--- src/rtl/simon_ram.sv ---
// Generic single-write, single-read RAM with a registered read port.
// Depends on nothing; used for the round key store.
`timescale 1ns / 1ps

module simon_ram #(
   parameter int unsigned WIDTH = 64,
   parameter int unsigned DEPTH = 72
) (
   input  logic                     clock,
   input  logic                     wr_en,
   input  logic [$clog2(DEPTH)-1:0] wr_addr,
   input  logic [WIDTH-1:0]         wr_data,
   input  logic [$clog2(DEPTH)-1:0] rd_addr,
   output logic [WIDTH-1:0]         rd_data
);

   logic [WIDTH-1:0] mem_ff [DEPTH];
   logic [WIDTH-1:0] rd_data_ff;

   always_ff @(posedge clock) begin
      if (wr_en) begin
         mem_ff[wr_addr] <= wr_data;
      end
      rd_data_ff <= mem_ff[rd_addr];
   end

   assign rd_data = rd_data_ff;

endmodule

--- config.mk ---
export PLATFORM = sky130hd
export DESIGN_NAME = simon_ram
export DESIGN_NICKNAME = d
export VERILOG_FILES = /design/src/rtl/simon_ram.sv
export SDC_FILE = /design/constraint.sdc
export NUM_CORES = 2
export LEC_CHECK = 0
export BUFFER_PORTS_ARGS = -buffer_cell sky130_fd_sc_hd__buf_2
export CAP_MARGIN = 20
export CORE_MARGIN = 4
export CORE_UTILIZATION = 25
export CTS_BUF_LIST = sky130_fd_sc_hd__clkbuf_16
export DETAILED_ROUTE_END_ITERATION = 10
export PLACE_DENSITY_LB_ADDON = 0.08
export SETUP_SLACK_MARGIN = 0.4
export SLEW_MARGIN = 0
export SYNTH_ARGS = -nofsm -noshare
export SYNTH_HDL_FRONTEND = slang
export SYNTH_MEMORY_MAX_BITS = 65536
export SYNTH_SLANG_ARGS = --single-unit
export TNS_END_PERCENT = 10
--- constraint.sdc ---
create_clock -name clock -period 19.1 [get_ports clock]
set_input_delay 3.82 -clock clock [delete_from_list [all_inputs] [get_ports clock]]
set_output_delay 3.82 -clock clock [all_outputs]
set_load 0.05 [all_outputs]
After elaboration in Yosys (flattened, before gate mapping)

Memory sizes are Yosys's and may differ from the RTL's. A register that Yosys moved wholly into a read port is not among the register bits.
Index checks and enable logic that the tools add are counted.

Bits in registers: 0
Memory bits (writable): 4608
Input bits: 80
Output and inout port bits: 64
Word-level logic and storage cells: 3
Memories: 1

Mux-type cells: 2

Memory list:

| name   | words | bits a word | rd ports | clocked after memory_dff | write ports | RTL line | RTL |
|---|---|---|---|---|---|---|---|
| mem_ff | 72    | 64          | 1        | 1                        | 1           | 17       | `logic [WIDTH-1:0] mem_ff [DEPTH];` |

Operator list:

| cell   | count |
|---|---|
| $mux 1 | 2 |

Logic depth before layout (Yosys ltp)

Depth in word-level cells: 2
Gate-level depth with buffers: 11
Depth with buffers taken out: 5

Least setup slack after synthesis

OpenSTA, ideal clock, no wires.

Path kind: input -> register
From: in wr_addr[5]
To: mem mem_ff[24][0] (enable)
Setup time: 0.565 ns
Data arrival time: 8.673 ns
Data required time: 18.535 ns
Setup slack: 9.862 ns
Stages on the path: 4
Buffers on the path: 0
Cell sequence: nor2_1 -> and3_1 -> nand3b_1 -> nor3_1

RTL lines:

| item            | RTL line | RTL |
|---|---|---|
| start, declared | 11       | `input logic [$clog2(DEPTH)-1:0] wr_addr,` |
| end, declared   | 17       |  |

No word-level cell before the write port.

==> results.json <==
{
  "status": "completed",
  "setup_viol": 0,
  "synth.yosys.warnings": 0,
  "antenna_found_initial": 91,
  "cts.hold.buffers_added": 0,
  "post-cts-setup-buffer-count": 0,
  "post_cts_resized": 0,
  "fp.dieW_um": 850,
  "synth_cells": 7835,
  "grt_pass1_vias": 90800,
  "max_freq_mhz": 122,
  "vias": 87700,
  "fin_crit_ns": 8.17,
  "synth_simple_gate_area_share_pct": 1.12,
  "wire_per_inst_um": 37.0,
  "port_buffers": 143,
  "layout_commonest_cell": "edfxtp_1",
  "nets": 8554,
  "period_share_pct": 42.8,
  "slew_violations": 0,
  "grt_use_met1_pct": 24.5,
  "syn2layout_area_growth_pct": 17.8,
  "grt_use_met3_pct": 2.38,
  "synth_xor_area_share_pct": 0,
  "pin_count": 144,
  "die_h_um": 850,
  "skew_ns": 0.0429,
  "finalSetupTns_ns": 0,
  "crit_arrival_ns": 9.08,
  "core_area_um2": 705000,
  "clk_latency_ns": 1.07,
  "synth-seq-area-share_pct": 78.9,
  "avgSynthCellArea_um2": 22.6,
  "min_path_type": "reg2reg",
  "critical_path.max_fanout": 92,
  "grt_pass1_wl_um": 885000,
  "drive_above_1_share_pct": 25.9,
  "cts_max_level": 6,
  "hold_viol_final": 0,
  "grt-ovfl-total": 0,
  "maxCapViolCount": 0,
  "gr-usage-met2_pct": 31.4,
  "clk_pin_slew_ns": 0.06,
  "ant_nets": 0,
  "rrSetupSlack_ns": 16.38,
  "tritoncts": "yes",
  "clockRootBuffer": "clkbuf_16",
  "synth_fa_ha_area_share_pct": 0,
  "p_per_area_nw_per_um2": 107,
  "leakage_nw": 65.9,
  "dieArea_um2": 722000,
  "drt-total-wl_um": 674000,
  "syn_nets": 7915,
  "postLayoutCoreUtil_pct": 29.6,
  "min_from": "mem_ff[38][7]",
  "dp_hpwl_um": 357000,
  "gp_congestion": 0.715,
  "synth_cell_types": 37,
  "numCtsBuffers": 548,
  "synth_top_family_by_area": "multiplexers",
  "startpoint": "rd_addr[0]",
  "drtPass1Iterations": 5,
  "muxShareOfSynthArea_pct": 16.2,
  "drt_iter0_markers": 9106,
  "r2r_start": "mem_ff[39][16]",
  "clkSinkCount": 4672,
  "syn_area_um2": 177000,
  "vias_per_cell": 4.81,
  "worstSetupStartpointType": "input port",
  "final_cell_mix": "4,608 x edfxtp_1, 924 x mux4_2, 717 x mux2i_1",
  "drc": 0,
  "vdd_ir_drop_max_mv": 0.0905,
  "synth_compound_area_share_pct": 2.56,
  "grt_max_degree": 103,
  "start_util_pct": 25.1,
  "timing.hold.ws_ns": 0.806,
  "busiest_layer": "met2",
  "rsz0062_at_grt": "false",
  "track_usage_pct": 18.2,
  "rows": 308,
  "cp.required_ns": 20.01,
  "worst_pin_slew_ns": 1.27,
  "worstSetupPathType": "in2reg",
  "ys_ff_latch": 4672,
  "maxSlewHeadroom_pct": 15.4,
  "endpoint_kind": "register",
  "cts_buffer_depth": 4
}
==> where the power goes <==
part           total, mW  switching [mW]  internal (mW)
Combinational       1.05           0.707          0.346
Clock               9.90            4.27           5.62
Sequential          11.4          0.0348           11.3
Total               22.3            5.02           17.3
==> cell families (layout without fill, tap and decap cells) <==
kind of cell,after synthesis,in the layout
simple gates,424,424
flops,4672,4672
other cells,0,21
buf+inv,433,1519
compound gates,608,608
mux,1698,1698
==> layout make-up <==
class                   instances  area, um2
clock inverters               429       2630
repair buffers                522       4510
clock buffers                 568      14200
diodes                         21       52.6
well taps                    9300      11600
multi-input cells            2730      35900
flip-flops and latches       4672     140000
fillers                     68400     496000
==> registers in the layout (all words and copies together), names as in the netlist <==
register and flops:
mem_ff 4608, rd_data 64
==> critical path, stage by stage <==
cell and delay [ns]:
buf_12 0.46, buf_4 0.77, buf_4 0.81, buf_12 0.60, buf_4 0.77, mux4_2 0.60, nor2b_1 0.14, a211oi_1 0.30
a211oi_1 0.16, o211a_1 0.17
==> cell usage after synthesis <==
cell / n / area share, %
or2_2: 4 / 0.014
a2111oi_0: 30 / 0.15
clkbuf_1: 167 / 0.35
buf_2: 151 / 0.43
nand3_1: 18 / 0.051
buf_4: 74 / 0.31
nor4_1: 30 / 0.11
mux4_2: 924 / 12
nor2b_1: 45 / 0.16
and2_1: 1 / 0.0035
dfxtp_1: 64 / 0.72
o211a_1: 25 / 0.14
a32oi_1: 25 / 0.12
nor3_1: 4 / 0.011
mux2i_1: 717 / 4.1
nand3b_1: 2 / 0.0085
a22oi_1: 147 / 0.62
a21oi_1: 25 / 0.071
o221ai_1: 11 / 0.054
nand4_1: 11 / 0.039
nand2b_1: 35 / 0.12
a41oi_1: 9 / 0.045
nor3b_2: 1 / 0.0071
and3_1: 1 / 0.0035
a221oi_1: 101 / 0.50
buf_6: 29 / 0.18
nor2_1: 118 / 0.25
o211ai_1: 15 / 0.064
buf_1: 12 / 0.025
o22ai_1: 128 / 0.45
edfxtp_1: 4608 / 78
o21ai_0: 43 / 0.12
a211oi_1: 40 / 0.17
mux2_2: 57 / 0.36
o22a_1: 9 / 0.045
and4b_1: 5 / 0.028
nand2_1: 149 / 0.32
==> routing by layer <==
layer	vias up	wire length, um
met4	16	15600
met2	2439	336000
li1	34800	-
met3	758	30300
met5	-	103
met1	49700	292000
==> stage by stage <==
| step | setup WS [ns] | std cells | cell area (um2) | power [mW] |
|---|---|---|---|---|
| 4_1_cts | 10.88 | 18200 | 208000 | 22.6 |
| 5_1_grt | 10.56 | 18200 | 209000 | 23.1 |
| 2_1_floorplan | 9.86 | 7835 | 177000 | 12.1 |
| 3_5_place_dp | 9.73 | 17200 | 191000 | 12.7 |
| 3_3_place_gp | 9.68 | 17200 | 191000 | 12.6 |
| 6_report | 10.93 | 18200 | 209000 | 22.3 |
==> worst paths after layout <==
check                endpoint  depth (start not counted)
setup / recovery  rd_data[22]                         10
hold / removal     rd_data[7]                          4
setup reg to reg  rd_data[16]                          5
hold reg to reg    rd_data[7]                          4
Power figures use the tool's default switching activity.
